### config.mk
export PLATFORM = sky130hd
export DESIGN_NAME = half_precision_format_converter_unit
export DESIGN_NICKNAME = d
export VERILOG_FILES = /design/src/hw/rtl/hpfc_pkg.sv /design/src/hw/rtl/hpfc_widen.sv /design/src/hw/rtl/hpfc_narrow.sv /design/src/hw/rtl/half_precision_format_converter_unit.sv
export SDC_FILE = /design/constraint.sdc
export NUM_CORES = 1
export LEC_CHECK = 0
export BUFFER_PORTS_ARGS = -buffer_cell sky130_fd_sc_hd__buf_2
export CAP_MARGIN = 20
export CORE_ASPECT_RATIO = 1.5
export CORE_MARGIN = 3
export CORE_UTILIZATION = 30
export DETAILED_ROUTE_END_ITERATION = 10
export PLACE_DENSITY = 0.52
export SKIP_CTS_REPAIR_TIMING = 1
export SLEW_MARGIN = 20
export SYNTH_ARGS = -nofsm -noshare
export SYNTH_HDL_FRONTEND = slang
export SYNTH_SLANG_ARGS = --single-unit
### constraint.sdc
create_clock -name clk -period 14.8 [get_ports clk]
set_input_delay 0.74 -clock clk [delete_from_list [all_inputs] [get_ports clk]]
set_output_delay 0.74 -clock clk [all_outputs]
set_load 0.02 [all_outputs]
### src/hw/rtl/hpfc_pkg.sv
// Shared types and constants for the half precision format converter.
package hpfc_pkg;

	typedef enum logic [1:0] {
		KIND_H2S  = 2'd0,
		KIND_S2H  = 2'd1,
		KIND_B2H  = 2'd2,
		KIND_NONE = 2'd3
	} kind_t;

	// exponent bias difference between binary32 and binary16
	localparam logic [7:0] BIAS_DIFF      = 8'd112;
	// biased binary32 exponent of a subnormal half whose leading one is at bit 0
	localparam logic [7:0] SUB_EXP_BASE   = BIAS_DIFF - 8'd9;
	// narrowing: below this biased exponent the result flushes to zero
	localparam logic [7:0] UNDER_LIM      = BIAS_DIFF - 8'd10;
	// narrowing: at or above this biased exponent the result is infinity
	localparam logic [7:0] OVER_LIM       = BIAS_DIFF + 8'd31;
	// narrowing: subnormal shift is SUB_SHIFT_BASE minus the biased exponent
	localparam logic [7:0] SUB_SHIFT_BASE = BIAS_DIFF + 8'd14;

	localparam logic [14:0] HALF_INF_MAG  = 15'h7c00;
	localparam logic [7:0]  SINGLE_EXP_MAX = 8'hff;
	localparam logic [4:0]  HALF_EXP_MAX   = 5'h1f;

endpackage

### src/hw/rtl/hpfc_widen.sv
// Binary16 to binary32 widening logic with subnormal normalization.
module hpfc_widen (
	input  logic [15:0] half_bits,
	output logic [31:0] single_bits
);

	logic        sign;
	logic [4:0]  exp_h;
	logic [9:0]  frac_h;
	logic [3:0]  lead;
	logic [3:0]  norm_sh;
	logic [9:0]  norm_frac;
	logic [7:0]  sub_exp;

	assign sign   = half_bits[15];
	assign exp_h  = half_bits[14:10];
	assign frac_h = half_bits[9:0];

	// leading-one position of a subnormal fraction
	always_comb begin
		lead = 4'd0;
		for (int i = 0; i < 10; i++) begin
			if (frac_h[i]) begin
				lead = 4'(i);
			end
		end
	end

	assign norm_sh   = 4'd10 - lead;
	assign norm_frac = 10'(frac_h << norm_sh);
	assign sub_exp   = hpfc_pkg::SUB_EXP_BASE + {4'd0, lead};

	always_comb begin
		if (exp_h == 5'd0) begin
			if (frac_h == 10'd0) begin
				single_bits = {sign, 31'd0};
			end else begin
				single_bits = {sign, sub_exp, norm_frac, 13'd0};
			end
		end else if (exp_h == hpfc_pkg::HALF_EXP_MAX) begin
			single_bits = {sign, hpfc_pkg::SINGLE_EXP_MAX, frac_h, 13'd0};
		end else begin
			single_bits = {sign, hpfc_pkg::BIAS_DIFF + {3'd0, exp_h}, frac_h, 13'd0};
		end
	end

endmodule

### src/hw/rtl/hpfc_narrow.sv
// Binary32 to binary16 narrowing logic, round half away from zero.
module hpfc_narrow (
	input  logic [31:0] single_bits,
	output logic [15:0] half_bits
);

	logic        sign;
	logic [7:0]  exp_s;
	logic [22:0] frac_s;
	logic [23:0] mant;
	logic [4:0]  sh;
	logic [4:0]  sh_m1;
	logic [10:0] sub_shifted;
	logic        rnd_bit;
	logic [10:0] sub_mag;
	logic [4:0]  norm_exp;
	logic [14:0] norm_mag;

	assign sign   = single_bits[31];
	assign exp_s  = single_bits[30:23];
	assign frac_s = single_bits[22:0];
	assign mant   = {1'b1, frac_s};

	assign sh          = 5'(hpfc_pkg::SUB_SHIFT_BASE - exp_s);
	assign sh_m1       = sh - 5'd1;
	assign sub_shifted = 11'(mant >> sh);
	assign rnd_bit     = mant[sh_m1];
	assign sub_mag     = sub_shifted + {10'd0, rnd_bit};

	assign norm_exp = 5'(exp_s - hpfc_pkg::BIAS_DIFF);
	assign norm_mag = {norm_exp, frac_s[22:13]} + {14'd0, frac_s[12]};

	always_comb begin
		if (exp_s < hpfc_pkg::UNDER_LIM) begin
			half_bits = {sign, 15'd0};
		end else if (exp_s <= hpfc_pkg::BIAS_DIFF) begin
			half_bits = {sign, 4'd0, sub_mag};
		end else if (exp_s >= hpfc_pkg::OVER_LIM) begin
			half_bits = {sign, hpfc_pkg::HALF_INF_MAG};
		end else begin
			half_bits = {sign, norm_mag};
		end
	end

endmodule

### src/hw/rtl/half_precision_format_converter_unit.sv
// Top level of the half precision format converter: request and result registers.
// Converts one floating-point pattern per request: kind 0 widens FP16 to FP32, kind 1
// narrows FP32 to FP16, kind 2 narrows BF16 to FP16 (FP16 results in bits 15..0, upper
// bits zero), kind 3 gives zero. Narrowing rounds half away from zero, flushes values
// below the subnormal range to signed zero and turns overflow, infinity and NaN into
// signed infinity. A request is registered, converted by single-pass logic, and the
// result registered in a second register that drives res_valid; one request is taken
// every cycle while the result side is not stalled.
module half_precision_format_converter_unit (
	input  logic        clk,
	input  logic        arst_n,
	input  logic        req_valid,
	output logic        req_stall,
	input  logic [1:0]  kind,
	input  logic [31:0] operand_bits,
	output logic        res_valid,
	input  logic        res_stall,
	output logic [31:0] result_bits
);

	logic        valid_s1;
	logic [1:0]  kind_s1;
	logic [31:0] op_s1;
	logic        valid_s2;
	logic [31:0] result_s2;
	logic        adv_s2;
	logic        adv_s1;
	logic [31:0] widen_out;
	logic [31:0] narrow_in;
	logic [15:0] narrow_out;
	logic [31:0] conv;

	assign adv_s2    = !valid_s2 || !res_stall;
	assign adv_s1    = !valid_s1 || adv_s2;
	assign req_stall = !adv_s1;

	always_ff @(posedge clk or negedge arst_n) begin
		if (!arst_n) begin
			valid_s1 <= 1'b0;
		end else if (adv_s1) begin
			valid_s1 <= req_valid;
		end
	end

	always_ff @(posedge clk) begin
		if (adv_s1 && req_valid) begin
			kind_s1 <= kind;
			op_s1   <= operand_bits;
		end
	end

	hpfc_widen u_widen (
		.half_bits   (op_s1[15:0]),
		.single_bits (widen_out)
	);

	assign narrow_in = (kind_s1 == hpfc_pkg::KIND_B2H) ? {op_s1[15:0], 16'd0} : op_s1;

	hpfc_narrow u_narrow (
		.single_bits (narrow_in),
		.half_bits   (narrow_out)
	);

	always_comb begin
		case (kind_s1)
			hpfc_pkg::KIND_H2S: conv = widen_out;
			hpfc_pkg::KIND_S2H: conv = {16'd0, narrow_out};
			hpfc_pkg::KIND_B2H: conv = {16'd0, narrow_out};
			default:            conv = 32'd0;
		endcase
	end

	always_ff @(posedge clk or negedge arst_n) begin
		if (!arst_n) begin
			valid_s2 <= 1'b0;
		end else if (adv_s2) begin
			valid_s2 <= valid_s1;
		end
	end

	always_ff @(posedge clk) begin
		if (adv_s2 && valid_s1) begin
			result_s2 <= conv;
		end
	end

	assign res_valid   = valid_s2;
	assign result_bits = result_s2;

`ifndef ASSERT_OFF
	a_stall_cause: assert property (@(posedge clk) disable iff (!arst_n)
		req_stall |-> (valid_s1 && valid_s2 && res_stall))
		else $error("request stalled without a full pipeline");

	a_hold_s1: assert property (@(posedge clk) disable iff (!arst_n)
		(valid_s1 && !adv_s2) |=> (valid_s1 && $stable(op_s1) && $stable(kind_s1)))
		else $error("held request lost or changed");

	a_half_upper: assert property (@(posedge clk) disable iff (!arst_n)
		(valid_s1 && adv_s2 && kind_s1 != hpfc_pkg::KIND_H2S)
		|=> (result_bits[31:16] == 16'd0))
		else $error("narrowed result has upper bits set");

	a_unused_kind: assert property (@(posedge clk) disable iff (!arst_n)
		(valid_s1 && adv_s2 && kind_s1 == hpfc_pkg::KIND_NONE) |=> (result_bits == 32'd0))
		else $error("unused kind gave nonzero result");
`endif

endmodule

==> results of run 1 <==
## worst register-to-register path, cell delays in order (launching register included)
cell and delay, ns:
edfxtp_1 0.38, inv_1 0.10, ha_2 0.16, buf_4 0.49
mux2i_4 0.71, inv_2 0.25, ha_2 0.81, mux4_2 0.43
nor3_1 0.17, a21oi_1 0.09, o32ai_1 0.15, nand2_1 0.09
o31ai_1 0.12, ha_1 0.22, inv_1 0.05, a31oi_1 0.25
o211ai_1 0.18, o311ai_0 0.32, o211ai_1 0.15
## path summary, 6_finish.rpt
check                            from              to  slack [ns]  cells after the start
setup / recovery           kind_s1[0]  result_bits[7]        9.42                     18
hold / removal                 arst_n        valid_s1        0.17                      1
setup reg to reg           kind_s1[0]  result_bits[7]        9.42                     18
hold reg to reg              valid_s1       res_valid        0.49                      1
max in group asynchronous      arst_n       res_valid       14.53                      1
min in group clk             valid_s1       res_valid        0.49                      1
## metrics by stage
stage | std cells | cell area (um2)
3_3_place_gp | 840 | 6120
3_5_place_dp | 840 | 6120
5_1_grt | 857 | 6510
2_1_floorplan | 555 | 5600
4_1_cts | 856 | 6470
6_report | 857 | 6510
## routing by layer
metal,up-vias,wire [um],track usage [%]
met5,-,0,0
met2,191,8650,28.6
met4,0,872,9.93
met1,2277,7060,20.7
li1,2251,-,-
met3,49,803,2.32
## area by class of cell
cell class                      count  area [um2]
Multi-Input combinational cell    433        3360
Inverter                           15        56.3
Fill cell                        1903       11700
Sequential cell                    67        2000
Timing Repair Buffer               78         428
Tap cell                          248         310
Clock buffer                        9         225
Clock inverter                      7         124
## cells in the final DEF (no fill, tap or decap), types with 9 or more instances in the layout
| cell | n |
|---|---|
| nor2_1 | 36 |
| o21ai_0 | 29 |
| ha_1 | 9 |
| mux2i_1 | 26 |
| nand3_1 | 19 |
| mux4_2 | 16 |
| nand2b_1 | 9 |
| clkbuf_16 | 9 |
| inv_1 | 11 |
| nand2_1 | 42 |
| o211ai_1 | 10 |
| a31oi_1 | 10 |
| a21oi_1 | 35 |
| nor3_1 | 13 |
| mux2_2 | 17 |
| nor2b_1 | 11 |
| edfxtp_1 | 65 |
| buf_2 | 71 |
| xnor2_1 | 17 |
## cells by family after synthesis
kind of cell / Yosys count / synth area share [%]
AND/OR/NAND/NOR: 180 / 17.2
AO/OA/AOI/OAI: 155 / 20.1
flip-flops: 67 / 35.7
multiplexers: 64 / 16.1
buffers and inverters: 55 / 4.71
XOR/XNOR: 23 / 3.73
adder cells (fa/ha/maj): 11 / 2.46
## state kept, by name (all words and copies together) (netlist names)
| register | flops |
|---|---|
| kind_s1 | 2 |
| op_s1 | 32 |
| res_valid | 1 |
| result_bits | 31 |
| valid_s1 | 1 |
## where the power goes
group | internal [uW] | switching [uW]
Sequential | 226 | 15.8
Clock | 166 | 89.5
Combinational | 82.6 | 131
==> flow_summary.json, run 1 <==
{
  "grt_pass1_wl_mm": 27.5,
  "fin_util_pct": 35.8,
  "period_share_pct": 36.3,
  "worst_ir_drop_vdd_mv": 0.0616,
  "rsz0062_at_grt": "false",
  "via_per_inst": 5.56,
  "dieArea_um2": 20400,
  "total_power_uw": 710,
  "outcome": "finished clean",
  "slowest_delay_ns": 0.81,
  "remaining_drc_errors": 0,
  "ys_ff_latch": 67,
  "crit_buf_inv": 4,
  "synth.most_common_cell": "edfxtp_1",
  "end_kind": "register",
  "gr-total-overflow": 0,
  "grt_use_total_pct": 17.0,
  "path_max_fanout": 45,
  "synthesis.area_um2": 5600,
  "tritoncts": "yes",
  "max_freq_mhz": 186,
  "pre_cts_ws_ns": 9.17,
  "core_um2": 18200,
  "yosys-top-cells-area": "edfxtp_1 (35%), mux4_2 (6.4%), mux2i_1 (4.6%), mux2_2 (3.4%), a21oi_1 (3.1%)",
  "drtAntennaViolNets": 0,
  "vias": 4768,
  "yosysSeqAreaShare_pct": 35.7,
  "netlist_top_cells_count": "edfxtp_1 (65), nand2_1 (42), nor2_1 (36)",
  "synthArstFlopShare_pct": 2.99,
  "synth-main-ff-cell": "edfxtp_1",
  "num_rows": 60,
  "grt_pass1_vias": 4753,
  "slew_viol_final": 0,
  "synth_edf_count": 65,
  "avgSynthCellArea_um2": 10.1,
  "cts_sinks": 67,
  "clock_latency_ns": 0.35,
  "hpwlAfterDp_mm": 13.2,
  "antenna_found_initial": 0,
  "fin_ws_ns": 9.42,
  "finalNetCount": 653,
  "synthCells": 555,
  "drtPass1Iterations": 7,
  "timing.max_cap.violations": 0,
  "slew_headroom_pct": 33.1,
  "yosys.area.top_type": "edfxtp_1",
  "min_period_ns": 5.38,
  "grt_max_degree": 46,
  "die_h_um": 173,
  "hold_slack_ns": 0.173,
  "drt_first_iter_violations": 386,
  "drive_gt1_share_pct": 27.1,
  "portBuffers": 71,
  "place_congestion": 0.943,
  "flow.area_growth_from_synthesis_pct": 16.1,
  "clk_path_buf_depth": 2,
  "cp_top_family": "compound AO/OA/AOI/OAI gates",
  "critPathRequiredTime_ns": 14.88,
  "antenna_cells": 0,
  "yosys_warnings": 0,
  "clock-root-buffer": "clkbuf_16",
  "hold_viol": 0,
  "clk_pin_slew_ns": 0.07,
  "crit_type": "register to register",
  "drt_wl_total_mm": 17.4,
  "synth_top_area_share_pct": 34.8,
  "p_leak_uw": 0.00238,
  "worst_pin_slew_ns": 0.976,
  "cp_data_arrival_time_ns": 5.46,
  "die_w_um": 118,
  "skew_ns": 0.0126,
  "finalSetupTns_ns": 0,
  "setup_viol": 0,
  "htreeDepth": 3,
  "ys_types": 86,
  "syn_nets": 604,
  "cp-start-kind": "register",
  "hold_class": "primary input to asynchronous set/reset pin",
  "cts_buffers": 9,
  "post_drt_wl_per_cell_um": 20.3,
  "initial_core_util_pct": 30.8,
  "cpMaxStageDelayCell": "ha_2",
  "power_density_nw_per_um2": 109,
  "path_cells": "inv_1, ha_2, buf_4, mux2i_4, inv_2, ha_2, mux4_2, nor3_1, a21oi_1, o32ai_1, nand2_1, o31ai_1, ha_1, inv_1, a31oi_1, o211ai_1, o311ai_0, o211ai_1",
  "io_pins": 72
}
Note: power is estimated with default switching activity, not from simulation.
==> run 2, diff against run 1 <==
==> constraint.sdc (replaced) <==
create_clock -name clk -period 5.5 [get_ports clk]
set_input_delay 0.275 -clock clk [delete_from_list [all_inputs] [get_ports clk]]
set_output_delay 0.275 -clock clk [all_outputs]
set_load 0.02 [all_outputs]
==> flow_summary.json, run 2 (synthesis gave the netlist of run 1 again) <==
{
  "r2r-start": "kind_s1[0]",
  "regMostFlops": "op_s1",
  "hold_viol": 0,
  "core_um2": 18200,
  "rrSetupSlack_ns": 0.86,
  "switchingPower_uw": 633,
  "drtPass1Iterations": 6,
  "cts_sinks": 67,
  "grt_use_total_pct": 17.1,
  "finalSetupTns_ns": 0,
  "num_rows": 60,
  "die_h_um": 173,
  "grt_pass1_wl_mm": 27.8,
  "hold_path_end": "op_s1[13]",
  "hold_class": "primary input to register",
  "min_period_ns": 4.64,
  "hold_slack_ns": 0.111,
  "hp-start": "operand_bits[13]",
  "min_path_cells": 1,
  "layout.cells.most_common_list": "buf_2 (71), edfxtp_1 (65), nand2_1 (42)",
  "end_kind": "register",
  "skew_ns": 0.00606,
  "htreeDepth": 3,
  "clk_path_buf_depth": 2,
  "reg2reg_to": "result_bits[7]",
  "p_int_uw": 1190,
  "grt_max_degree": 44,
  "period_share_pct": 84.4,
  "post_drt_wl_per_cell_um": 20.3,
  "drt_first_iter_violations": 437,
  "drtAntennaViolNets": 0,
  "post-route-cell-area_um2": 6510,
  "outcome": "finished clean",
  "worst_ir_drop_vdd_mv": 0.151,
  "timing.max_cap.violations": 0,
  "final_common_cell": "buf_2",
  "antenna_cells": 0,
  "dpl_cell_area_um2": 6170,
  "cp_data_arrival_time_ns": 4.71,
  "path_max_fanout": 21,
  "slew_viol_final": 0,
  "max_freq_mhz": 215,
  "vias": 4848,
  "portBuffers": 71,
  "clock_latency_ns": 0.34,
  "slew_headroom_pct": 37.3,
  "via_per_inst": 5.61,
  "finalNetCount": 660,
  "clkPwrFrac_pct": 32.2,
  "gr-total-overflow": 0,
  "worst_pin_slew_ns": 0.914,
  "die_w_um": 118,
  "drive_gt1_share_pct": 27.6,
  "io_pins": 72,
  "power_density_nw_per_um2": 280,
  "crit_type": "register to register",
  "hpwlAfterDp_mm": 13.7,
  "flow.area_growth_from_synthesis_pct": 16.1,
  "largest_reg_flops": 32,
  "dieArea_um2": 20400,
  "tritoncts": "yes",
  "cp-start-kind": "register",
  "clk_pin_slew_ns": 0.06,
  "cts_buffers": 9,
  "critPathRequiredTime_ns": 5.57,
  "total_power_uw": 1820,
  "r2r_cells": 19,
  "clock-root-buffer": "clkbuf_16",
  "remaining_drc_errors": 0,
  "initial_core_util_pct": 30.8,
  "antenna_found_initial": 0,
  "drt_wl_total_mm": 17.6,
  "rsz0062_at_grt": "false",
  "place_congestion": 0.979,
  "p_leak_uw": 0.00239,
  "grt_pass1_vias": 4990,
  "swShare_pct": 34.8,
  "setup_viol": 0,
  "p_comb_share_pct": 32.5,
  "pwr-share-seq_pct": 35.4
}
[run 2: changes by cell type in the layout (fill, tap and decap cells not counted), sizes merged]
cell and change:
clkinv +1, dlygate4sd3 +1, buf +6, inv +1
bufinv -2
[run 2: critical path: stages, from the launching register on]
cell and delay (ns):
edfxtp_1 0.41, inv_1 0.10, ha_2 0.24, mux2i_1 0.21
buf_4 0.18, inv_1 0.10, ha_1 0.89, mux2_2 0.32
mux2i_1 0.10, nor2_1 0.11, a21oi_1 0.05, o32ai_1 0.29
nand2_1 0.09, o31ai_1 0.12, ha_1 0.22, inv_1 0.06
a31oi_1 0.25, o211ai_1 0.17, o311ai_0 0.32, o211ai_1 0.13
[run 2: worst max-delay path by stage]
stage	from	end	slack, ns	cells after the start
2_1_floorplan	kind_s1[0]	result_bits[6]	0.80	21
3_3_place_gp	kind_s1[0]	result_bits[9]	1.07	14
3_5_place_dp	kind_s1[0]	result_bits[7]	0.95	19
4_1_cts	kind_s1[0]	result_bits[7]	0.89	19
5_1_grt	kind_s1[0]	result_bits[7]	0.53	19
6_report	kind_s1[0]	result_bits[7]	0.86	19
[run 2: layer usage]
metal	part of all wire, %	vias to the layer above	routed length [um]	global-route usage [%]
met5	0	-	0	0
met4	5.7	0	1010	10.5
met3	6.1	57	1060	3.20
met2	50	237	8690	29.3
met1	39	2301	6790	19.7
li1	-	2253	-	-
[run 2: stage by stage]
| stage | util (%) | std cells | setup WS, ns |
|---|---|---|---|
| floorplan | - | 555 | 0.796 |
| global placement | 33.9 | 846 | 1.07 |
| detailed placement | 34.0 | 846 | 0.953 |
| CTS | 35.6 | 862 | 0.895 |
| global route | 35.8 | 864 | 0.525 |
| finish | 35.8 | 864 | 0.857 |
[run 2: cell type report]
type                            count  area, um2
Fill cell                        1882      11700
Multi-Input combinational cell    433       3360
Sequential cell                    67       2000
Timing Repair Buffer               85        483
Tap cell                          248        310
Clock buffer                        9        225
Clock inverter                      7       73.8
Inverter                           15       56.3
[run 2: power by group through the flow]
stage / Sequential [uW] / Clock, uW / Combinational (uW)
global route: 649 / 617 / 636
detailed placement: 656 / 0 / 579
finish: 645 / 586 / 592
global placement: 655 / 0 / 579
CTS: 645 / 599 / 582
floorplan: 662 / 0 / 405
